[src/rtl/lmdd_pkg.sv]
// Shared types, widths and codes of the lock manager with deadlock detection.
package lmdd_pkg;

  localparam int NUM_PROCS = 16;
  localparam int NUM_LOCKS = 16;

  localparam int CMD_W  = 2;
  localparam int ID_W   = 4;
  localparam int ST_W   = 3;
  localparam int PID_W  = (NUM_PROCS > 1) ? $clog2(NUM_PROCS) : 1;
  localparam int LK_W   = (NUM_LOCKS > 1) ? $clog2(NUM_LOCKS) : 1;
  localparam int QLEN_W = $clog2(NUM_PROCS + 1);
  localparam int STEP_W = PID_W;

  localparam logic [CMD_W-1:0] CMD_ACQUIRE = 2'd0;
  localparam logic [CMD_W-1:0] CMD_RELEASE = 2'd1;
  localparam logic [CMD_W-1:0] CMD_TRY     = 2'd2;
  localparam logic [CMD_W-1:0] CMD_NONE    = 2'd3;

  localparam logic [ST_W-1:0] ST_GRANTED  = 3'd0;
  localparam logic [ST_W-1:0] ST_QUEUED   = 3'd1;
  localparam logic [ST_W-1:0] ST_MEMBER   = 3'd2;
  localparam logic [ST_W-1:0] ST_FREED    = 3'd3;
  localparam logic [ST_W-1:0] ST_HANDED   = 3'd4;
  localparam logic [ST_W-1:0] ST_NOT_OWN  = 3'd5;
  localparam logic [ST_W-1:0] ST_TRY_FAIL = 3'd6;

  // classified request word passed from front to back
  typedef struct packed {
    logic [CMD_W-1:0] cmd;
    logic [PID_W-1:0] pid;
    logic [LK_W-1:0]  lk;
  } req_t;

  // queue status seen by the back part
  typedef struct packed {
    logic valid;
    req_t req;
  } req_q_t;

endpackage

[src/rtl/lock_manager_deadlock_detect.sv]
// Top level of the lock manager with wait-for deadlock detection.
//
//  channel | ports                                        | direction
//  in      | in_valid in_stall in_command in_process_id in_lock_id | request words in
//  out     | out_valid out_stall out_status out_woken_pid out_member_pid out_last | results out
//
// A request is queued, dispatched and executed when it causes one result.
// An acquire that queues then walks the wait-for chain (up to NUM_PROCS links),
// and on a deadlock marks the members, then emits one result per member.
// Synchronous active-low reset clears the lock tables and all process tables but the link table.
// A stalled output holds the back part; the two-word request queue takes input until it is full.
module lock_manager_deadlock_detect import lmdd_pkg::*; (
  input  logic             clk,
  input  logic             rst_n,
  input  logic             in_valid,
  output logic             in_stall,
  input  logic [CMD_W-1:0] in_command,
  input  logic [ID_W-1:0]  in_process_id,
  input  logic [ID_W-1:0]  in_lock_id,
  output logic             out_valid,
  input  logic             out_stall,
  output logic [ST_W-1:0]  out_status,
  output logic [ID_W-1:0]  out_woken_pid,
  output logic [ID_W-1:0]  out_member_pid,
  output logic             out_last
);

  req_q_t head;
  logic   pop;

  lmdd_front u_front (
    .clk           (clk),
    .rst_n         (rst_n),
    .in_valid      (in_valid),
    .in_stall      (in_stall),
    .in_command    (in_command),
    .in_process_id (in_process_id),
    .in_lock_id    (in_lock_id),
    .head          (head),
    .pop           (pop)
  );

  lmdd_back u_back (
    .clk            (clk),
    .rst_n          (rst_n),
    .head           (head),
    .pop            (pop),
    .out_valid      (out_valid),
    .out_stall      (out_stall),
    .out_status     (out_status),
    .out_woken_pid  (out_woken_pid),
    .out_member_pid (out_member_pid),
    .out_last       (out_last)
  );

endmodule

[src/rtl/lmdd_front.sv]
// Front part: accepts requests, drops unused commands, queues them for the back part.
module lmdd_front import lmdd_pkg::*; (
  input  logic             clk,
  input  logic             rst_n,
  input  logic             in_valid,
  output logic             in_stall,
  input  logic [CMD_W-1:0] in_command,
  input  logic [ID_W-1:0]  in_process_id,
  input  logic [ID_W-1:0]  in_lock_id,
  output req_q_t           head,
  input  logic             pop
);

  req_t       slot_r [2];
  req_t       slot_nxt [2];
  logic [1:0] cnt_r, cnt_nxt;
  logic       push;
  req_t       word;

  assign in_stall = (cnt_r == 2'd2);

  // classify: fold ids into range, skip the unused command
  always_comb begin
    word.cmd = in_command;
    word.pid = PID_W'(in_process_id % NUM_PROCS);
    word.lk  = LK_W'(in_lock_id % NUM_LOCKS);
  end

  assign push = in_valid && !in_stall && (in_command != CMD_NONE);

  assign head.valid = (cnt_r != 2'd0);
  assign head.req   = slot_r[0];

  // shift queue of two words
  always_comb begin
    slot_nxt = slot_r;
    cnt_nxt  = cnt_r;
    if (pop) begin
      slot_nxt[0] = slot_r[1];
      cnt_nxt     = cnt_nxt - 2'd1;
    end
    if (push) begin
      slot_nxt[1'(cnt_nxt)] = word;
      cnt_nxt               = cnt_nxt + 2'd1;
    end
  end

  always_ff @(posedge clk) begin
    slot_r <= slot_nxt;
    if (!rst_n) begin
      cnt_r <= 2'd0;
    end else begin
      cnt_r <= cnt_nxt;
    end
  end

endmodule

[src/rtl/lmdd_back.sv]
// Back part: lock tables, request execution, wait-for chain walk and member output.
module lmdd_back import lmdd_pkg::*; (
  input  logic            clk,
  input  logic            rst_n,
  input  req_q_t          head,
  output logic            pop,
  output logic            out_valid,
  input  logic            out_stall,
  output logic [ST_W-1:0] out_status,
  output logic [ID_W-1:0] out_woken_pid,
  output logic [ID_W-1:0] out_member_pid,
  output logic            out_last
);

  typedef enum logic [4:0] {
    S_IDLE = 5'b00001,
    S_EXEC = 5'b00010,
    S_WALK = 5'b00100,
    S_MARK = 5'b01000,
    S_EMIT = 5'b10000
  } state_t;

  state_t state_r, state_nxt;

  // lock tables
  logic [NUM_LOCKS-1:0] held_r, held_nxt;
  logic [PID_W-1:0]  owner_r [NUM_LOCKS];
  logic [PID_W-1:0]  owner_nxt [NUM_LOCKS];
  logic [PID_W-1:0]  qhead_r [NUM_LOCKS];
  logic [PID_W-1:0]  qhead_nxt [NUM_LOCKS];
  logic [PID_W-1:0]  qtail_r [NUM_LOCKS];
  logic [PID_W-1:0]  qtail_nxt [NUM_LOCKS];
  logic [QLEN_W-1:0] qlen_r [NUM_LOCKS];
  logic [QLEN_W-1:0] qlen_nxt [NUM_LOCKS];
  // process tables
  logic [PID_W-1:0]  link_r [NUM_PROCS];
  logic [PID_W-1:0]  link_nxt [NUM_PROCS];
  logic [LK_W-1:0]   wlock_r [NUM_PROCS];
  logic [LK_W-1:0]   wlock_nxt [NUM_PROCS];
  logic [NUM_PROCS-1:0] waiting_r, waiting_nxt;
  logic [NUM_PROCS-1:0] dead_r, dead_nxt;

  // request and walk registers
  req_t                 req_r, req_nxt;
  logic [PID_W-1:0]     p_r, p_nxt;
  logic [LK_W-1:0]      l_r, l_nxt;
  logic [STEP_W-1:0]    step_r, step_nxt;
  logic [NUM_PROCS-1:0] seen_r, seen_nxt;

  // output register
  logic            ovalid_r, ovalid_nxt;
  logic [ST_W-1:0] ostatus_r, ostatus_nxt;
  logic [ID_W-1:0] owoken_r, owoken_nxt;
  logic [ID_W-1:0] omember_r, omember_nxt;
  logic            olast_r, olast_nxt;

  logic             slot_free;
  logic [PID_W-1:0] own;
  logic [PID_W-1:0] h;
  logic [PID_W-1:0] low_idx;
  logic [NUM_PROCS-1:0] seen_left;

  assign out_valid      = ovalid_r;
  assign out_status     = ostatus_r;
  assign out_woken_pid  = owoken_r;
  assign out_member_pid = omember_r;
  assign out_last       = olast_r;

  assign slot_free = !ovalid_r || !out_stall;
  assign own       = owner_r[l_r];
  assign h         = qhead_r[req_r.lk];

  // find lowest remaining member
  always_comb begin
    low_idx = '0;
    for (int i = NUM_PROCS - 1; i >= 0; i--) begin
      if (seen_r[i]) low_idx = PID_W'(i);
    end
  end

  assign seen_left = seen_r & ~(NUM_PROCS'(1) << low_idx);

  always_comb begin
    state_nxt   = state_r;
    held_nxt    = held_r;
    owner_nxt   = owner_r;
    qhead_nxt   = qhead_r;
    qtail_nxt   = qtail_r;
    qlen_nxt    = qlen_r;
    link_nxt    = link_r;
    wlock_nxt   = wlock_r;
    waiting_nxt = waiting_r;
    dead_nxt    = dead_r;
    req_nxt     = req_r;
    p_nxt       = p_r;
    l_nxt       = l_r;
    step_nxt    = step_r;
    seen_nxt    = seen_r;
    ovalid_nxt  = ovalid_r && out_stall;
    ostatus_nxt = ostatus_r;
    owoken_nxt  = owoken_r;
    omember_nxt = omember_r;
    olast_nxt   = olast_r;
    pop         = 1'b0;

    unique case (state_r)
      // take next word from the queue
      S_IDLE: begin
        if (head.valid) begin
          pop       = 1'b1;
          req_nxt   = head.req;
          state_nxt = S_EXEC;
        end
      end

      // carry out the command on the lock tables
      S_EXEC: begin
        if (slot_free) begin
          ovalid_nxt  = 1'b1;
          ostatus_nxt = ST_GRANTED;
          owoken_nxt  = '0;
          omember_nxt = '0;
          olast_nxt   = 1'b1;
          state_nxt   = S_IDLE;
          if (req_r.cmd == CMD_RELEASE) begin
            if (!held_r[req_r.lk] || owner_r[req_r.lk] != req_r.pid) begin
              ostatus_nxt = ST_NOT_OWN;
            end else if (qlen_r[req_r.lk] == '0) begin
              held_nxt[req_r.lk] = 1'b0;
              ostatus_nxt        = ST_FREED;
            end else begin
              qlen_nxt[req_r.lk]  = qlen_r[req_r.lk] - QLEN_W'(1);
              if (qlen_r[req_r.lk] != QLEN_W'(1)) qhead_nxt[req_r.lk] = link_r[h];
              owner_nxt[req_r.lk] = h;
              waiting_nxt[h]      = 1'b0;
              ostatus_nxt         = ST_HANDED;
              owoken_nxt          = ID_W'(h);
            end
          end else if (!held_r[req_r.lk]) begin
            held_nxt[req_r.lk]  = 1'b1;
            owner_nxt[req_r.lk] = req_r.pid;
          end else if (req_r.cmd == CMD_TRY
                       || qlen_r[req_r.lk] >= QLEN_W'(NUM_PROCS)) begin
            ostatus_nxt = ST_TRY_FAIL;
          end else begin
            // enqueue and start the chain walk
            if (qlen_r[req_r.lk] == '0) qhead_nxt[req_r.lk] = req_r.pid;
            else link_nxt[qtail_r[req_r.lk]] = req_r.pid;
            qtail_nxt[req_r.lk]    = req_r.pid;
            qlen_nxt[req_r.lk]     = qlen_r[req_r.lk] + QLEN_W'(1);
            waiting_nxt[req_r.pid] = 1'b1;
            wlock_nxt[req_r.pid]   = req_r.lk;
            ovalid_nxt = ovalid_r && out_stall;
            p_nxt      = req_r.pid;
            l_nxt      = req_r.lk;
            step_nxt   = '0;
            seen_nxt   = '0;
            state_nxt  = S_WALK;
          end
        end
      end

      // one link of the owner -> waited-lock chain per cycle while the output slot is free
      S_WALK: begin
        if (slot_free) begin
          if (dead_r[p_r]) begin
            state_nxt = S_IDLE;
          end else begin
            seen_nxt[p_r] = 1'b1;
            if (own == req_r.pid) begin
              state_nxt = S_MARK;
            end else if (!waiting_r[own] || step_r == STEP_W'(NUM_PROCS - 1)) begin
              state_nxt = S_IDLE;
            end else begin
              p_nxt    = own;
              l_nxt    = wlock_r[own];
              step_nxt = step_r + STEP_W'(1);
            end
          end
          if (state_nxt == S_IDLE) begin
            ovalid_nxt  = 1'b1;
            ostatus_nxt = ST_QUEUED;
            owoken_nxt  = '0;
            omember_nxt = '0;
            olast_nxt   = 1'b1;
          end
        end
      end

      // mark every member of the cycle
      S_MARK: begin
        dead_nxt  = dead_r | seen_r;
        state_nxt = S_EMIT;
      end

      // emit members in ascending id order
      S_EMIT: begin
        if (slot_free) begin
          ovalid_nxt  = 1'b1;
          ostatus_nxt = ST_MEMBER;
          owoken_nxt  = '0;
          omember_nxt = ID_W'(low_idx);
          olast_nxt   = (seen_left == '0);
          seen_nxt    = seen_left;
          if (seen_left == '0) state_nxt = S_IDLE;
        end
      end

      default: state_nxt = S_IDLE;
    endcase
  end

  always_ff @(posedge clk) begin
    link_r    <= link_nxt;
    req_r     <= req_nxt;
    p_r       <= p_nxt;
    l_r       <= l_nxt;
    step_r    <= step_nxt;
    seen_r    <= seen_nxt;
    ostatus_r <= ostatus_nxt;
    owoken_r  <= owoken_nxt;
    omember_r <= omember_nxt;
    olast_r   <= olast_nxt;
    if (!rst_n) begin
      state_r   <= S_IDLE;
      ovalid_r  <= 1'b0;
      held_r    <= '0;
      waiting_r <= '0;
      dead_r    <= '0;
      for (int i = 0; i < NUM_LOCKS; i++) begin
        owner_r[i] <= '0;
        qhead_r[i] <= '0;
        qtail_r[i] <= '0;
        qlen_r[i]  <= '0;
      end
      for (int i = 0; i < NUM_PROCS; i++) begin
        wlock_r[i] <= '0;
      end
    end else begin
      state_r   <= state_nxt;
      ovalid_r  <= ovalid_nxt;
      held_r    <= held_nxt;
      waiting_r <= waiting_nxt;
      dead_r    <= dead_nxt;
      owner_r   <= owner_nxt;
      qhead_r   <= qhead_nxt;
      qtail_r   <= qtail_nxt;
      qlen_r    <= qlen_nxt;
      wlock_r   <= wlock_nxt;
    end
  end

endmodule

[config.mk]
export PLATFORM = sky130hd
export DESIGN_NAME = lock_manager_deadlock_detect
export DESIGN_NICKNAME = d
export VERILOG_FILES = /design/src/rtl/lmdd_pkg.sv /design/src/rtl/lock_manager_deadlock_detect.sv /design/src/rtl/lmdd_front.sv /design/src/rtl/lmdd_back.sv
export SDC_FILE = /design/constraint.sdc
export NUM_CORES = 1
export LEC_CHECK = 0
export BUFFER_PORTS_ARGS = -buffer_cell sky130_fd_sc_hd__buf_2
export CAP_MARGIN = 25
export CORE_UTILIZATION = 60
export CTS_CLUSTER_DIAMETER = 200
export CTS_CLUSTER_SIZE = 24
export DETAILED_ROUTE_END_ITERATION = 7
export PLACE_DENSITY = 0.76
export SETUP_SLACK_MARGIN = 0.05
export SLEW_MARGIN = 40
export SYNTH_ARGS = -nofsm -noshare
export SYNTH_HDL_FRONTEND = slang
export SYNTH_SLANG_ARGS = --single-unit
[constraint.sdc]
create_clock -name clk -period 11.97 [get_ports clk]
set_input_delay 2.394 -clock clk [delete_from_list [all_inputs] [get_ports clk]]
set_output_delay 2.394 -clock clk [all_outputs]
set_load 0.01 [all_outputs]
== After elaboration in Yosys (flattened, before gate mapping) ==
Index checks and enable logic that the tools add are counted.
Word-level totals
  flip-flop bits (word level): 526
  input port bits: 14
  output and inout bits: 14
  logic and storage cells: 420
Operators by class
  add/sub/neg operators: 5
  $lt $le $gt $ge: 21
  eq/ne operators: 32
  shift operators: 1
  multiplexer cells: 184
  bitwise gates (word level): 20
  reduce and logical (&&, ||, !) cells: 38
Operators with widths (number)
  two-way mux 64 bit: 11
  bitwise mux 64 bit: 7
  two-way mux 80 bit: 5
  two-way mux 16 bit: 16
  two-way mux 4 bit: 63
  bitwise mux 80 bit: 2
  binary-select mux 4 bit (select 4 bit): 6
  two-way mux 5 bit: 15
  OR 16 bit: 4
  AND 16 bit: 3
  demux 4 bit (select 4 bit): 3
  inverter 16 bit: 3
  case mux 16 bit (3 select lines): 1
  >= comparator 5 bit, second input constant: 7
  two-way mux 3 bit: 10
  inverter 4 -> 5 bit: 6
  less-than comparator 4 x 5 -> 1 bit, second input constant: 5
  case mux 5 bit (5 select lines): 1
  AND reduction 5 bit: 5
  case mux 4 bit (2 select lines): 3
  case mux 4 bit (3 select lines): 2
  != test 2 bit, second input constant: 11
  binary-select mux 5 bit (select 4 bit): 1
  bitwise mux 20 bit: 1
  other kinds (45): 110

== Logic depth before layout (Yosys ltp) ==
  word-level depth: 23
  mapped depth: 17
  mapped depth without buffers: 9

== Hierarchy ==
A second synthesis with hierarchy kept.
Unflattened totals
  cells, all modules: 2358
  area total of the unflattened synthesis: 24598.6 um2
By module, submodules not included
  lmdd_back: instances 1, cells an instance 2282, area each 23532.6 um2, seq. area each 11230.8 um2
  lmdd_front: instances 1, cells an instance 76, area each 1066.0 um2, seq. area each 540.5 um2

== Least setup slack after synthesis ==
Ideal clock, no wire load.
  path type: register to register
  start point: reg u_back.l_r[3]
  end point: reg u_back.l_r[0], enable pin
  library setup time: 402 ps
  arrival time: 3734 ps
  data required time: 11568 ps
  setup slack: 7833 ps
  stages on the path, launching flop included: 11
  buffers on the path: 2
  clock period less this slack: 4137 ps
  cell sequence: edfxtp_1 > buf_2 > mux4_2 > mux4_2 > buf_2 > mux2i_1 > mux2i_1 > a2bb2oi_1 > nor3b_1 > nand2_1 > a221oi_1
On the way
  longest elaborated chain between the ends: 10
  elaborated cells between the ends (all ways): 12
  those cells by class: eq/ne (3); mux (5); bitwise (1); reduce/logical (3)
Ends and longest elaborated chain
  start: declaration: RTL line lmdd_back.sv:46  | logic [LK_W-1:0] l_r, l_nxt;
  start signal: assignment: RTL line lmdd_back.sv:217  | l_r <= l_nxt;
  inverter 4 -> 5 bit (implied by the code) (*): RTL line lmdd_back.sv:70  | assign own = owner_r[l_r];
  binary-select mux 4 bit (select 4 bit) (*): RTL line lmdd_back.sv:70
  two-way mux 4 bit (implied by the code) (*) (2 in series): RTL line lmdd_back.sv:70
  binary-select mux 1 bit (select 4 bit): RTL line lmdd_back.sv:172  | end else if (!waiting_r[own] || step_r == STEP_W'(NUM_PROCS - 1)) begin
  two-way mux 1 bit (implied by the code): RTL line lmdd_back.sv:172
  logical NOT 1 bit: RTL line lmdd_back.sv:172
  logical OR 1 bit: RTL line lmdd_back.sv:172
  != test 2 bit (no source line)
  AND reduction 9 bit (no source line) (*)
Every way passes the cells marked *; elsewhere a longest branch is shown, timed or not. The select of a mux whose other input is x is not followed.
A chain may end at the register's enable or synchronous reset.

== Worst setup path in the final report ==
  start point: reg u_back.req_r[0] in the netlist's numbering
  end point: reg u_back.qhead_r[61] in the netlist's numbering
On the way
  longest elaborated chain between the ends: 13
  elaborated cells between the ends (all ways): 44
  those cells by class: order compare (3); eq/ne (6); mux (25); bitwise (2); reduce/logical (8)
Ends and longest elaborated chain
  start: declaration: RTL line lmdd_back.sv:44  | req_t req_r, req_nxt;
  start signal: assignment: RTL line lmdd_back.sv:215  | req_r <= req_nxt;
  inverter 4 -> 5 bit (implied by the code)
  binary-select mux 4 bit (select 4 bit): RTL line lmdd_back.sv:71  | assign h = qhead_r[req_r.lk];
  two-way mux 4 bit (implied by the code) (2 in series): RTL line lmdd_back.sv:71
  inverter 4 -> 5 bit (implied by the code): RTL line lmdd_back.sv:133  | if (qlen_r[req_r.lk] != QLEN_W'(1)) qhead_nxt[req_r.lk] = link_r[h];
  binary-select mux 4 bit (select 4 bit): RTL line lmdd_back.sv:133
  two-way mux 4 bit (implied by the code) (2 in series): RTL line lmdd_back.sv:133
  bitwise mux 64 bit: RTL line lmdd_back.sv:133
  two-way mux 64 bit: RTL line lmdd_back.sv:133
  two-way mux 64 bit: RTL line lmdd_back.sv:128  | end else if (qlen_r[req_r.lk] == '0) begin
  two-way mux 64 bit: RTL line lmdd_back.sv:126  | if (!held_r[req_r.lk] || owner_r[req_r.lk] != req_r.pid) begin
  two-way mux 64 bit: RTL line lmdd_back.sv:125  | if (req_r.cmd == CMD_RELEASE) begin
  end signal: assignment: RTL line lmdd_back.sv:246  | qhead_r <= qhead_nxt;
  end: declaration: RTL line lmdd_back.sv:29  | logic [PID_W-1:0] qhead_r [NUM_LOCKS];
Several ways; a longest one is shown, not always the timed one. The select of a mux whose other input is x is not followed.

==> impl_metrics.toml <==
[run_status]
run_status = "completed"

[grt]
grt_pass1_vias = 19330
grt_usage_pct = 30.83
grt_max_degree = 217
grt_use_met1_pct = 42.67
antenna_found_initial = 1
grtUsageMet3_pct = 3.817
use_met2_pct = 50.63
grt_pass1_wl_um = 108500
busiest_layer = "met2"
overflow = 0

[timing]
fin_worst_skew_ns = 0.02533
finalSetupViolCount = 0
finalHoldViolations = 0
slew_headroom_pct = 40.44
tns_ns = 0
period_needed_ns = 5.343
fin_crit_sh_pct = 44.64
worst_pin_slew_ns = 0.8901
clock.fmax_mhz = 187.2
grt_setup_unrepaired = "no"
final-max-slew-violation-count = 0

[logic_synthesis]
synthesis.nets = 2556
synthesis.area_um2 = 25750
synth_top_cell_by_area = "dfxtp_1"
synth-seq-cells = 526
synth_cells = 2535
synth_cell_type_count = 80
synth_compound_area_share_pct = 14.13
yosys.area_share.simple_pct = 13.75
synthMuxAreaShare_pct = 21.41
synth_top_family_by_area = "multiplexers"
synth_xor_area_share_pct = 0.3741
ys_seq_area_share_pct = 45.71
yosys-top-cells-area = "dfxtp_1 31%, edfxtp_1 14%, mux2i_1 12%, mux4_2 6.7%, nand2_1 5.2%"
synthAdderAreaFrac_pct = 0.4178
synth_top_area_share_pct = 31.25
synth.most_common_cell = "dfxtp_1"
synth_commonest_cells = "402 x dfxtp_1, 360 x nand2_1, 300 x mux2i_1"
synth-edff-count = 124
ys_warn_count = 0
ys.flop_type = "dfxtp_1"
avgSynthCellArea_um2 = 10.16
synthArstFlopShare_pct = 0

[final_layout]
final_core_util_pct = 63.59
diodes = 0
fin_nets = 2438
drive_gt1_share_pct = 10.45
final.fill_count = 3320
area_growth_pct = 4.032

[place]
port_buffers = 27
gp_congestion = 0.8924
post-dp-hpwl_um = 44420

[setup_path]
crit_type = "flop to flop"
cp_slowest_stage_delay_ns = 0.83
path_cells = "buf_6, nor2b_1, a22o_1, or3_1, nand3_1, mux4_2, or4_2, buf_4, o21ai_2, o221ai_1"
cp-end-kind = "flop"
reg2reg_depth = 10
slowest_stage = "edfxtp_1"
critPathRequiredTime_ns = 12.41
cp_num_cells = 10
start_kind = "flop"
crit_family = "simple AND/OR/NAND/NOR gates"
arrival_ns = 5.78
cp_max_fo = 57
cp_num_buf_inv = 2

[drt]
dr.pass1.iters = 6
antenna_left = 0
drt_wl_total_um = 68260
viasPerCell = 6.906
drtIter0Drc = 2569
wl_per_cell_um = 22.99
drc = 0
route.vias.total = 20500

[power]
irDropWorstVdd_mv = 0.1963
powerDensity_nw_per_um2 = 169.3
leakage_nw = 9.744

[clock_network]
cts_hold_buf = 0
cts_root_buf = "clkbuf_16"
htreeDepth = 1
insertion_delay_ns = 0.60
ctsResizeCount = 0
cts_tree = "done"
clockBufferDepth = 3
clk_pin_slew_worst_paths_ns = 0.10
cts-buffers-inserted = 25
postCtsSetupBuffers = 0
cts.sinks = 526

[floorplanning]
die_w_um = 209.2
die_area_um2 = 43760
num_rows = 75
die-height_um = 209.2
ios = 28
start_util_pct = 61.13
coreArea_um2 = 42130

[hold_path]
min_path_cells = 0
min_path_type = "flop to flop"

[flow_run]
drv_cap = 0
layer usage:
layer  share of wire (%)  vias to the layer above
li1                    -                     9170
met1                  41                    10070
met2                  48                     1103
met3                 8.3                      158
met4                 3.0                        0
met5                   0                        -
report_power, final:
| part | switching [mW] | total [mW] | internal (mW) |
|---|---|---|---|
| Combinational | 1.02 | 1.48 | 0.468 |
| Clock | 0.564 | 0.963 | 0.399 |
| Sequential | 0.114 | 2.09 | 1.98 |
| Total | 1.69 | 4.54 | 2.84 |
final timing paths:
check                            startpoint                              end  slack, ns
hold / removal      u_front.head[6]$_DFF_P_        u_back.req_r[6]$_DFFE_PP_       0.44
setup / recovery  u_back.req_r[0]$_DFFE_PP_  u_back.qhead_r[61]$_SDFFE_PN0P_       6.63
hold reg to reg     u_front.head[6]$_DFF_P_        u_back.req_r[6]$_DFFE_PP_       0.44
setup reg to reg  u_back.req_r[0]$_DFFE_PP_  u_back.qhead_r[61]$_SDFFE_PN0P_       6.63
placed cells by master (no fill, tap or decap), types with 12 or more instances in the layout:
| cell type | netlist | routed |
|---|---|---|
| mux2i_1 | 300 | 300 |
| a21oi_1 | 127 | 126 |
| nor3_1 | 46 | 45 |
| edfxtp_1 | 124 | 124 |
| dfxtp_1 | 402 | 402 |
| inv_1 | 23 | 22 |
| nor2b_1 | 13 | 12 |
| buf_2 | 43 | 27 |
| mux4_1 | 21 | 21 |
| nand3_1 | 93 | 93 |
| o21ai_0 | 102 | 101 |
| mux2_2 | 20 | 20 |
| nand2_1 | 360 | 360 |
| o2111ai_1 | 53 | 53 |
| mux4_2 | 77 | 77 |
| o211ai_1 | 102 | 102 |
| clkbuf_1 | 140 | 13 |
| clkbuf_16 | 0 | 25 |
| buf_4 | 11 | 36 |
| o21bai_1 | 17 | 17 |
| o221ai_1 | 16 | 16 |
| nor2_1 | 167 | 165 |
| o21ai_2 | 17 | 19 |
| nand2b_1 | 17 | 15 |
| a31oi_1 | 21 | 21 |
registers in the layout, summed over array words and instances, names as in the netlist, 10 cells and up, named ones only:
register,count
u_back.qlen_r,80
u_back.seen_r,16
u_back.qhead_r,64
u_back.dead_r,16
u_back.link_r,64
u_back.waiting_r,16
u_back.qtail_r,64
u_front.slot_r,10
u_front.head,10
u_back.owner_r,64
u_back.wlock_r,64
u_back.req_r,10
metrics by stage:
stage          instance area (µm²)  hold WS, ns  total power [mW]  std cells  worst slack (ns)
3_5_place_dp                 26040       0.4172             3.569       2925             6.567
4_1_cts                      26740       0.4401             4.506       2965             6.552
5_1_grt                      26790       0.4432             4.699       2969             6.451
3_3_place_gp                 25930       0.4111             3.521       2921             6.395
6_report                     26790       0.4407             4.536       2969             6.627
2_1_floorplan                25750       0.4076             3.140       2535             7.833
layout make-up:
type | instances | area, µm² | share of cell area, %
clock inverter | 1 | 8.758 | 0.03269
multi-input combinational | 1767 | 13000 | 48.52
tap | 539 | 674.4 | 2.517
sequential | 526 | 11770 | 43.93
clock buffer | 39 | 688.2 | 2.568
timing repair buffer | 73 | 556.8 | 2.078
inverter | 24 | 92.59 | 0.3456
cells by family (layout without fill, tap and decap cells):
logic type               after synthesis  after routing
adder cells (fa/ha/maj)                9              9
flip-flops                           526            526
XOR/XNOR                              11             11
AND/OR/NAND/NOR                      783            783
AO/OA/AOI/OAI                        546            546
buffers and inverters                242            137
multiplexers                         418            418
(Power assumes the default switching activity.)
